## config.mk

```make
export PLATFORM = sky130hd
export DESIGN_NAME = sequence_reorder_buffer_top_flat
export DESIGN_NICKNAME = d
export VERILOG_FILES = /design/src/hw/rtl/srb_pkg.sv /design/src/hw/rtl/srb_stream_if.sv /design/src/hw/rtl/sequence_reorder_buffer_top.sv /design/src/flat_wrapper.sv
export SDC_FILE = /design/constraint.sdc
export NUM_CORES = 2
export LEC_CHECK = 0
export BUFFER_PORTS_ARGS = -buffer_cell sky130_fd_sc_hd__buf_4
export CAP_MARGIN = 30
export CORE_ASPECT_RATIO = 1.1
export CORE_MARGIN = 2
export CORE_UTILIZATION = 60
export DETAILED_ROUTE_END_ITERATION = 8
export HOLD_SLACK_MARGIN = 0.02
export PLACE_DENSITY = 0.78
export SETUP_SLACK_MARGIN = 0.05
export SLEW_MARGIN = 10
export SYNTH_ARGS = -nofsm -noshare
export SYNTH_HDL_FRONTEND = slang
export SYNTH_SLANG_ARGS = --single-unit
```

## constraint.sdc

```tcl
create_clock -name clk -period 12.7 [get_ports clk]
set_input_delay 2.54 -clock clk [delete_from_list [all_inputs] [get_ports clk]]
set_output_delay 2.54 -clock clk [all_outputs]
set_load 0.1 [all_outputs]
```

## src/hw/rtl/srb_pkg.sv

```systemverilog
`default_nettype none

package srb_pkg;

    typedef struct packed {
        logic [31:0] seq_num;
        logic [31:0] domain_in;
        logic [31:0] event_in;
        logic [15:0] payload_in;
    } in_word_t;

    typedef struct packed {
        logic [31:0] seq_out;
        logic [31:0] domain_out;
        logic [31:0] event_out;
        logic [15:0] payload_out;
        logic [1:0]  status;
        logic        last_of_run;
    } out_word_t;

    typedef enum logic [1:0] {
        STAT_RELEASED = 2'd0,
        STAT_HELD     = 2'd1,
        STAT_STALE    = 2'd2,
        STAT_BEYOND   = 2'd3
    } status_t;

    typedef enum logic [1:0] {
        FSM_IDLE,
        FSM_EVAL,
        FSM_DRAIN
    } fsm_t;

endpackage

`default_nettype wire

```

## src/hw/rtl/srb_stream_if.sv

```systemverilog
`default_nettype none

interface srb_stream_if #(parameter type word_t = logic);
    logic  valid;
    logic  ready;
    word_t data;

    modport source (output valid, output data, input ready);
    modport sink   (input valid, input data, output ready);
endinterface

`default_nettype wire

```

## src/hw/rtl/sequence_reorder_buffer_top.sv

```systemverilog
// Sequence reorder buffer.
// ingress (srb_stream_if of srb_pkg::in_word_t) takes one notification word
// per handshake; egress (srb_stream_if of srb_pkg::out_word_t) gives the
// result words, each with a status and last_of_run on the final word.
// Words are released strictly in sequence order after the last released
// one; early words wait in a ring of WINDOW slots held in a synchronous
// RAM, stale or out-of-window words are echoed back as dropped.
// A word is captured into the input registers and then evaluated; its
// result is loaded into the output register once that register is free.
// A new word is taken only after evaluation ends; a drain then releases
// buffered words in turn, set by the single RAM read port, up to WINDOW - 1 words.
// ingress.ready is high only while no word is being worked on; the
// output register lets the next word be captured while a result waits.
// A stalled egress holds the current result and freezes the drain.
// Reset clears the slot valid bits at once and sets the last released
// sequence to zero, so sequence 1 is expected first; no clearing pass.
`default_nettype none

module sequence_reorder_buffer_top #(
    parameter int WINDOW      = 16,
    parameter int HANDLE_BITS = 16
) (
    input  logic         clk,
    input  logic         rst_n,
    srb_stream_if.sink   ingress,
    srb_stream_if.source egress
);

    localparam int IW    = (WINDOW > 1) ? $clog2(WINDOW) : 1;
    localparam int HB    = (HANDLE_BITS < 16) ? HANDLE_BITS : 16;
    localparam int ENT_W = 64 + HB;
    localparam logic [IW-1:0] LAST_IDX = IW'(WINDOW - 1);
    localparam logic [IW:0]   WIN_EXT  = (IW + 1)'(WINDOW);
    localparam logic [31:0]   WIN_SEQ  = 32'(WINDOW);

    srb_pkg::fsm_t state_reg, state_next;
    logic [31:0]       lr_reg, lr_next;
    logic [IW-1:0]     eidx_reg, eidx_next;
    logic [WINDOW-1:0] valid_reg, valid_next;
    logic              out_valid_reg, out_valid_next;
    srb_pkg::out_word_t out_word_reg, out_word_next;

    logic [31:0]   in_seq_reg, in_dom_reg, in_ev_reg;
    logic [HB-1:0] in_pay_reg;

    logic [ENT_W-1:0] mem [WINDOW];
    logic [ENT_W-1:0] rd_data_reg;

    logic          cap_en, out_load, wr_en, rd_en;
    logic [IW-1:0] wr_idx, rd_idx;

    logic [31:0]   exp_seq, seq_gap;
    logic          is_next, is_held, is_stale;
    logic [IW:0]   held_sum, held_mod;
    logic [IW-1:0] held_idx, rel_eidx, drn_eidx;
    logic          out_free;

    function automatic logic [IW-1:0] idx_inc(input logic [IW-1:0] i, input logic to_zero);
        if (to_zero || i == LAST_IDX)
            return '0;
        return i + 1'b1;
    endfunction

    assign exp_seq  = lr_reg + 32'd1;
    assign seq_gap  = in_seq_reg - exp_seq;
    assign is_next  = (seq_gap == 32'd0);
    assign is_held  = !is_next && (seq_gap < WIN_SEQ);
    assign is_stale = seq_gap[31];

    // early slot: offset from the expected index, or the raw sequence once it has wrapped
    assign held_sum = {1'b0, eidx_reg} + {1'b0, seq_gap[IW-1:0]};
    assign held_mod = (held_sum >= WIN_EXT) ? held_sum - WIN_EXT : held_sum;
    assign held_idx = (in_seq_reg >= exp_seq) ? held_mod[IW-1:0] : in_seq_reg[IW-1:0];

    assign rel_eidx = idx_inc(eidx_reg, in_seq_reg == 32'hFFFF_FFFF);
    assign drn_eidx = idx_inc(eidx_reg, lr_reg == 32'hFFFF_FFFE);

    assign out_free      = !out_valid_reg || egress.ready;
    assign ingress.ready = (state_reg == srb_pkg::FSM_IDLE);
    assign egress.valid  = out_valid_reg;
    assign egress.data   = out_word_reg;

    always_comb
    begin
        state_next = state_reg;
        case (state_reg)
            srb_pkg::FSM_IDLE:
            begin
                if (ingress.valid)
                    state_next = srb_pkg::FSM_EVAL;
            end
            srb_pkg::FSM_EVAL:
            begin
                if (out_free)
                    state_next = (is_next && valid_reg[rel_eidx]) ? srb_pkg::FSM_DRAIN
                                                                   : srb_pkg::FSM_IDLE;
            end
            srb_pkg::FSM_DRAIN:
            begin
                if (out_free)
                    state_next = valid_reg[drn_eidx] ? srb_pkg::FSM_DRAIN : srb_pkg::FSM_IDLE;
            end
            default:
                state_next = srb_pkg::FSM_IDLE;
        endcase
    end

    always_comb
    begin
        cap_en        = 1'b0;
        out_load      = 1'b0;
        wr_en         = 1'b0;
        rd_en         = 1'b0;
        wr_idx        = held_idx;
        rd_idx        = rel_eidx;
        lr_next       = lr_reg;
        eidx_next     = eidx_reg;
        valid_next    = valid_reg;
        out_word_next = out_word_reg;
        case (state_reg)
            srb_pkg::FSM_IDLE:
            begin
                cap_en = ingress.valid;
            end
            srb_pkg::FSM_EVAL:
            begin
                if (out_free)
                begin
                    out_load                  = 1'b1;
                    out_word_next.seq_out     = in_seq_reg;
                    out_word_next.domain_out  = in_dom_reg;
                    out_word_next.event_out   = in_ev_reg;
                    out_word_next.payload_out = 16'(in_pay_reg);
                    out_word_next.last_of_run = 1'b1;
                    if (is_next)
                    begin
                        out_word_next.status      = srb_pkg::STAT_RELEASED;
                        lr_next                   = in_seq_reg;
                        eidx_next                 = rel_eidx;
                        rd_idx                    = rel_eidx;
                        rd_en                     = valid_reg[rel_eidx];
                        out_word_next.last_of_run = !valid_reg[rel_eidx];
                    end
                    else if (is_held)
                    begin
                        out_word_next.status = srb_pkg::STAT_HELD;
                        wr_en                = 1'b1;
                        valid_next[held_idx] = 1'b1;
                    end
                    else if (is_stale)
                        out_word_next.status = srb_pkg::STAT_STALE;
                    else
                        out_word_next.status = srb_pkg::STAT_BEYOND;
                end
            end
            srb_pkg::FSM_DRAIN:
            begin
                if (out_free)
                begin
                    out_load                  = 1'b1;
                    out_word_next.seq_out     = exp_seq;
                    out_word_next.domain_out  = rd_data_reg[ENT_W-1 -: 32];
                    out_word_next.event_out   = rd_data_reg[HB +: 32];
                    out_word_next.payload_out = 16'(rd_data_reg[HB-1:0]);
                    out_word_next.status      = srb_pkg::STAT_RELEASED;
                    lr_next                   = exp_seq;
                    eidx_next                 = drn_eidx;
                    rd_idx                    = drn_eidx;
                    rd_en                     = valid_reg[drn_eidx];
                    out_word_next.last_of_run = !valid_reg[drn_eidx];
                end
            end
            default:
            begin
                cap_en = 1'b0;
            end
        endcase
        if (rd_en)
            valid_next[rd_idx] = 1'b0;
        if (out_load)
            out_valid_next = 1'b1;
        else if (egress.ready)
            out_valid_next = 1'b0;
        else
            out_valid_next = out_valid_reg;
    end

    always_ff @(posedge clk or negedge rst_n)
    begin
        if (!rst_n)
        begin
            state_reg     <= srb_pkg::FSM_IDLE;
            lr_reg        <= '0;
            eidx_reg      <= IW'(1);
            valid_reg     <= '0;
            out_valid_reg <= 1'b0;
        end
        else
        begin
            state_reg     <= state_next;
            lr_reg        <= lr_next;
            eidx_reg      <= eidx_next;
            valid_reg     <= valid_next;
            out_valid_reg <= out_valid_next;
        end
    end

    always_ff @(posedge clk)
    begin
        if (cap_en)
        begin
            in_seq_reg <= ingress.data.seq_num;
            in_dom_reg <= ingress.data.domain_in;
            in_ev_reg  <= ingress.data.event_in;
            in_pay_reg <= ingress.data.payload_in[HB-1:0];
        end
        if (out_load)
            out_word_reg <= out_word_next;
    end

    // slot RAM: domain, event, handle
    always_ff @(posedge clk)
    begin
        if (wr_en)
            mem[wr_idx] <= {in_dom_reg, in_ev_reg, in_pay_reg};
        if (rd_en)
            rd_data_reg <= mem[rd_idx];
    end

endmodule

`default_nettype wire

```

## src/flat_wrapper.sv

```systemverilog
// flat-port wrapper written by rule: the top's interface ports become plain ports
module sequence_reorder_buffer_top_flat 
#(
    parameter int WINDOW      = 16,
    parameter int HANDLE_BITS = 16
)
  (clk, rst_n, ingress_valid, ingress_data, ingress_ready, egress_valid, egress_data, egress_ready);
  srb_stream_if #(.word_t(srb_pkg::in_word_t)) ingress_i ();
  srb_stream_if #(.word_t(srb_pkg::out_word_t)) egress_i ();
  input  logic clk;
  input  logic rst_n;
  input wire logic [$bits(ingress_i.valid)-1:0] ingress_valid;
  input wire logic [$bits(ingress_i.data)-1:0] ingress_data;
  output wire logic [$bits(ingress_i.ready)-1:0] ingress_ready;
  output wire logic [$bits(egress_i.valid)-1:0] egress_valid;
  output wire logic [$bits(egress_i.data)-1:0] egress_data;
  input wire logic [$bits(egress_i.ready)-1:0] egress_ready;
  assign ingress_i.valid = ingress_valid;
  assign ingress_i.data = ingress_data;
  assign ingress_ready = ingress_i.ready;
  assign egress_valid = egress_i.valid;
  assign egress_data = egress_i.data;
  assign egress_i.ready = egress_ready;
  sequence_reorder_buffer_top #(.WINDOW(WINDOW), .HANDLE_BITS(HANDLE_BITS)) u_core (.clk(clk), .rst_n(rst_n), .ingress(ingress_i), .egress(egress_i));
endmodule
```

Word-level counts from Yosys, hierarchy flattened
Memories as Yosys holds them, arrays and structs flattened. A register that Yosys moved wholly into a read port is not among the register bits.
Cells that the tools add are included.

operators by class
  equality and inequality tests = 9
  muxes and demuxes = 59
  bitwise operators = 3
  magnitude comparators = 9
  reduce and logical (&&, ||, !) cells = 19
  add/sub/neg operators = 5

operators by type and width
  kind                     count
  $mux W115                2
  $pmux W115 S2            1
  $mux W32                 3
  $mux W16                 5
  $eq A32 B32 Y1 const B   2
  $pmux W32 S2             1
  $mux W4                  11
  $add A32 B1 Y32 const B  1
  $ge A32 B32 Y1           1
  $logic_not A32 Y1        1
  $lt A32 B5 Y1 const B    1
  $sub A32 B32 Y32         1
  $mux W1                  22
  $lt A4 B5 Y1 const B     4
  $and A16 B16 Y16         1
  $not A16 Y16             1
  $or A16 B16 Y16          1
  $mux W2                  7
  $bmux W1 S4              2
  $demux W1 S4             2
  $ge A4 B1 Y1 const B     2
  $pmux W4 S2              1
  $reduce_and A4 Y1        2
  $ne A2 B1 Y1 const B     3
  other kinds (17)         26

storage, ports and cells
  memory bits (writable) = 1280
  bits of input ports = 116
  memories = 1
  register bits = 282
  word-level logic and storage cells = 120

memories
  name        words  width  read ports  clocked after Yosys merged registers in  wr ports  line                               source
  u_core.mem  16     80     1           1                                        1         sequence_reorder_buffer_top.sv:46  logic [ENT_W-1:0] mem [WINDOW];

Depth between registers and ports, before layout
  word-level depth = 17
  mapped depth = 23

Least setup slack after synthesis
OpenSTA, ideal clock, no wires.

  path type = reg-to-reg
  start point = register u_core.lr_reg[2]
  end point = memory u_core.mem[2][0] (netlist bit), enable pin
  arrival time = 10169 ps
  setup slack = 1912 ps
  buffers on the path = 1
  stages on the path, launching flop included = 20
  path through = dfrtp_1 nand4_2 buf_2 nor3_1 and2_1 nand2_1 nor2_1 xnor2_1 ha_1 a21oi_1 o21bai_1 a31o_2 a221oi_1 nor2_1 nor4_1 nand4_1 or4_1 nor4b_4 nand3_1 nor3_1

on the way
  cells in the longest elaborated chain, start to end = 11
  elaborated cells on any way between the ends = 18
  those cells by class = add/sub (4); order compare (3); mux (8); reduce/logical (3)

RTL lines
  item                                                       line                                source
  start, declared                                            sequence_reorder_buffer_top.sv:37   logic [31:0] lr_reg, lr_next;
  start signal, assigned                                     sequence_reorder_buffer_top.sv:201  lr_reg <= lr_next;
  $add A32 B1 Y32 (*)                                        sequence_reorder_buffer_top.sv:64   assign exp_seq = lr_reg + 32'd1;
  branches (longest 10 deep; another with $sub A32 B32 Y32)  --
  end, declared                                              sequence_reorder_buffer_top.sv:46

Every way passes the cells marked *.

Worst setup path in the final report
  start point = register u_core.lr_reg[2]
  end point = register u_core.rd_data_reg[26] (read register of u_core.mem), enable pin

on the way
  cells in the longest elaborated chain, start to end = 8
  elaborated cells on any way between the ends = 15
  those cells by class = add/sub (2); eq/ne (1); mux (10); reduce/logical (2)

RTL lines
  item                                                     line                               source
  branches (longest 8 deep; another with $add A32 B1 Y32)  --
  end, declared                                            sequence_reorder_buffer_top.sv:47  logic [ENT_W-1:0] rd_data_reg;

Several ways; the timed one is not identified. The select of a mux whose other input is x is not followed.
A chain may end at the register's enable or synchronous reset.

==> run_results.csv <==
group,metric,value,unit
outcome,outcome,"completed",
setup_path,cp-start-kind,"flop",
synthesis,yosys_warnings,0,
final_layout,largest_reg_flops,1280,
clock_network,cts_sinks,1642,
floorplan,dieArea,0.111,mm²
clock_network,cts_tree,"done",
floorplan,dieWidth,317,µm
synthesis,synth.area.top_cells,"edfxtp_1 74%, mux4_2 11%, dfrtp_1 2.1%, mux2_2 1.5%, nand2_1 1.2%",
sta,fin_ws,4990,ps
power_and_ir_drop,ir_drop,0.000252,V
route,vias,34158,
synthesis,syn_inst,3290,
sta,fin_crit_sh,0.607,
clock_network,htree_levels,4,
sta,worstMarginPinSlew,959,ps
floorplan,start_util,0.604,
synthesis,syn-num-nets,3447,
sta,finalHoldViolCount,0,
route,antenna_left,0,
placement,portBuffers,232,
setup_path,critPathArrivalTime,8080,ps
setup_path,path_class,"reg2reg",
synthesis,synth_compound_area_frac,0.0385,
synthesis,synth_area,0.0647,mm²
clock_network,cts_hold_buf,0,
synthesis,synth-edff-count,1587,
setup_path,cpMostUsedCell,"buf_4",
route,drc,0,
global_route,grt_max_degree,150,
clock_network,clk_path_buf_depth,3,
route,drt-total-wl,156000,µm
global_route,overflow,0,
power_and_ir_drop,powerDensity,247,mW/mm²
sta,rsz0062_at_grt,"false",
floorplan,pin_count,233,
synthesis,syn_avg_cell_area,19.7,µm²
sta,relSlewSlack,0.359,
route,drt_pass1_iterations,5,
sta,totalNegativeSetupSlack,0,ps
setup_path,timing.critical_path.to_type,"flop",
sta,skew,35.5,ps
clock_network,cts_root_buf,"clkbuf_16",
placement,dpl.hpwl,80400,µm
synthesis,yosys.area_share.simple,0.0408,
floorplan,rows,126,
clock_network,numCtsBuffers,156,
global_route,grt_pass1_vias,34891,
clock_network,worstSkewPairLatency,760,ps
final_layout,nets,3743,
global_route,antenna_found_initial,4,
synthesis,ys.flop_type,"edfxtp_1",
route,drt_iter0_markers,3987,
clock_network,post_cts_resize_count,0,
synthesis,ys_async_sr_fraction,0.0335,
power_and_ir_drop,p_leak,0.0240,µW
clock_network,clk_pin_slew,70,ps
setup_path,cp_top_family,"simple AND/OR/NAND/NOR gates",
setup_path,path_cells,"nand4_2, nor4_4, nand3_1, xor2_1, ha_1, a21o_1, a21o_1, a31o_2, a221oi_1, buf_4, nor2_1, nor4_1, nand4_1, or4_1, nor4b_4, a31oi_1, nor2_4, buf_4, buf_4",
clock_network,cts_setup_buffers,0,
final_layout,areaGrowthSynthToFinish,13.4,%
synthesis,netlist-cell-type-count,82,
setup_path,worst_path_max_delay_cell,"nor2_4",
synthesis,synth_area_leader_cell,"edfxtp_1",
global_route,grt_pass1_wl,227000,µm
final_layout,drive_above_1_share,0.265,
synthesis,synthAdderAreaFrac,0.00862,
synthesis,yosysSeqAreaShare,0.757,
sta,min_period,7710,ps
route,post_drt_wl_per_cell,30.4,µm
floorplan,core,0.107,mm²
setup_path,cpPeakStageDelay,850,ps
placement,pre_cts_ws,5120,ps
setup_path,crit_fanout,34,
setup_path,crit_buf_inv,3,
sta,setup_violations,0,
setup_path,crit_required,13060,ps
synthesis,synth_seq_cells,1642,
placement,gp_congestion,0.912,
hold_path,hold_path_class,"reg2reg",
global_route,grt_usage,0.283,
synthesis,synth_top_area_frac,0.736,
sta,fmax,130,MHz
job,drv_cap,0,
synthesis,synth_top_family_by_area,"multiplexers",
power_and_ir_drop,total_power,18100,µW
synthesis,synth.area.mux_share,0.134,
floorplan,fp.dieH,349,µm
synthesis,synth_xor_area_frac,0.00800,
route,vias_per_cell,6.68,
final_layout,n_antenna_cell,0,
sta,slew_violations,0,
==> cells in the final DEF (no fill, tap or decap), drive strengths merged, types with 11 or more instances in the layout <==
cell	count
a2bb2oi	16
clkinv	59
a31oi	94
a211oi	84
and3	11
and2	91
mux2i	14
mux4	321
xor2	31
mux2	118
o21ai	26
ha	39
buf	304
nor4	13
nand2	206
edfxtp	1587
inv	37
nor2	85
dfrtp	54
nor3	26
a21o	13
a21oi	73
nand4	19
nand3	37
clkbuf	190
xnor2	23
bufinv	14
==> final timing paths <==
path                       slack [ps]  depth (start not counted)                          start                               end
setup / recovery                 4990                         19   u_core.lr_reg[2]$_DFFE_PN0P_  u_core.rd_data_reg[26]$_DFFE_PN_
hold / removal                    550                          1  u_core.lr_reg[19]$_DFFE_PN0P_     u_core.lr_reg[19]$_DFFE_PN0P_
setup reg to reg                 4990                         19   u_core.lr_reg[2]$_DFFE_PN0P_  u_core.rd_data_reg[26]$_DFFE_PN_
hold reg to reg                   550                          1  u_core.lr_reg[19]$_DFFE_PN0P_     u_core.lr_reg[19]$_DFFE_PN0P_
max in group asynchronous       10320                          1                          rst_n      u_core.lr_reg[0]$_DFFE_PN0P_
min in group asynchronous        1860                          1                          rst_n     u_core.lr_reg[24]$_DFFE_PN0P_
==> worst reg2reg max path, cell delays in order (launching register included) <==
cell and delay (ps):
dfrtp_1 450, nand4_2 300, nor4_4 610, nand3_1 160, xor2_1 180, ha_1 370
a21o_1 220, a21o_1 240, a31o_2 260, a221oi_1 290, buf_4 220, nor2_1 50
nor4_1 310, nand4_1 120, or4_1 490, nor4b_4 480, a31oi_1 380, nor2_4 850
buf_4 640, buf_4 670
==> metrics by stage <==
| step | cell area [µm²] | util | hold slack (ps) | std cells |
|---|---|---|---|---|
| final | 73400 | 0.685 | 545 | 5116 |
| after global routing | 73400 | 0.685 | 566 | 5116 |
| after CTS | 73400 | 0.685 | 549 | 5115 |
| after detailed placement | 68400 | 0.638 | 527 | 4835 |
| after global placement | 68200 | 0.636 | 525 | 4827 |
| after floorplan | 64700 | - | 494 | 3290 |
==> routing by layer <==
layer  GRT usage  part of all wire
met1       0.380              0.37
met2       0.467              0.50
met3      0.0528             0.090
met4       0.107             0.036
met5           0           0.00035
==> cell families after synthesis <==
family          after synthesis
compound gates              369
buf+inv                     193
mux                         453
flops                      1642
xor+xnor                     56
simple gates                533
fa+ha+maj                    44
==> cell type report <==
cell class              instances  area [µm²]
flip-flops and latches       1642       49000
fillers                      6367       33800
multi-input cells            1455       15100
clock buffers                 190        4160
repair buffers                304        2450
well taps                    1408        1760
clock inverters                90         848
inverters                      27         106
==> cells in the mapped netlist, drive strengths merged (14+ instances only) <==
cell type / n
clkbuf: 109
nand4: 19
nor2: 85
xnor2: 23
a2bb2oi: 16
nor3: 26
a31oi: 94
mux4: 321
a21oi: 73
and2: 91
mux2: 118
edfxtp: 1587
o21ai: 26
xor2: 31
buf: 57
nand3: 37
nand2: 206
a211oi: 84
inv: 27
ha: 39
dfrtp: 54
mux2i: 14
==> where the power goes <==
group	switching, µW	internal (µW)
Sequential	366	6540
Clock	1980	2620
Combinational	4100	2520
No activity file was read; power rests on OpenSTA's default activity.
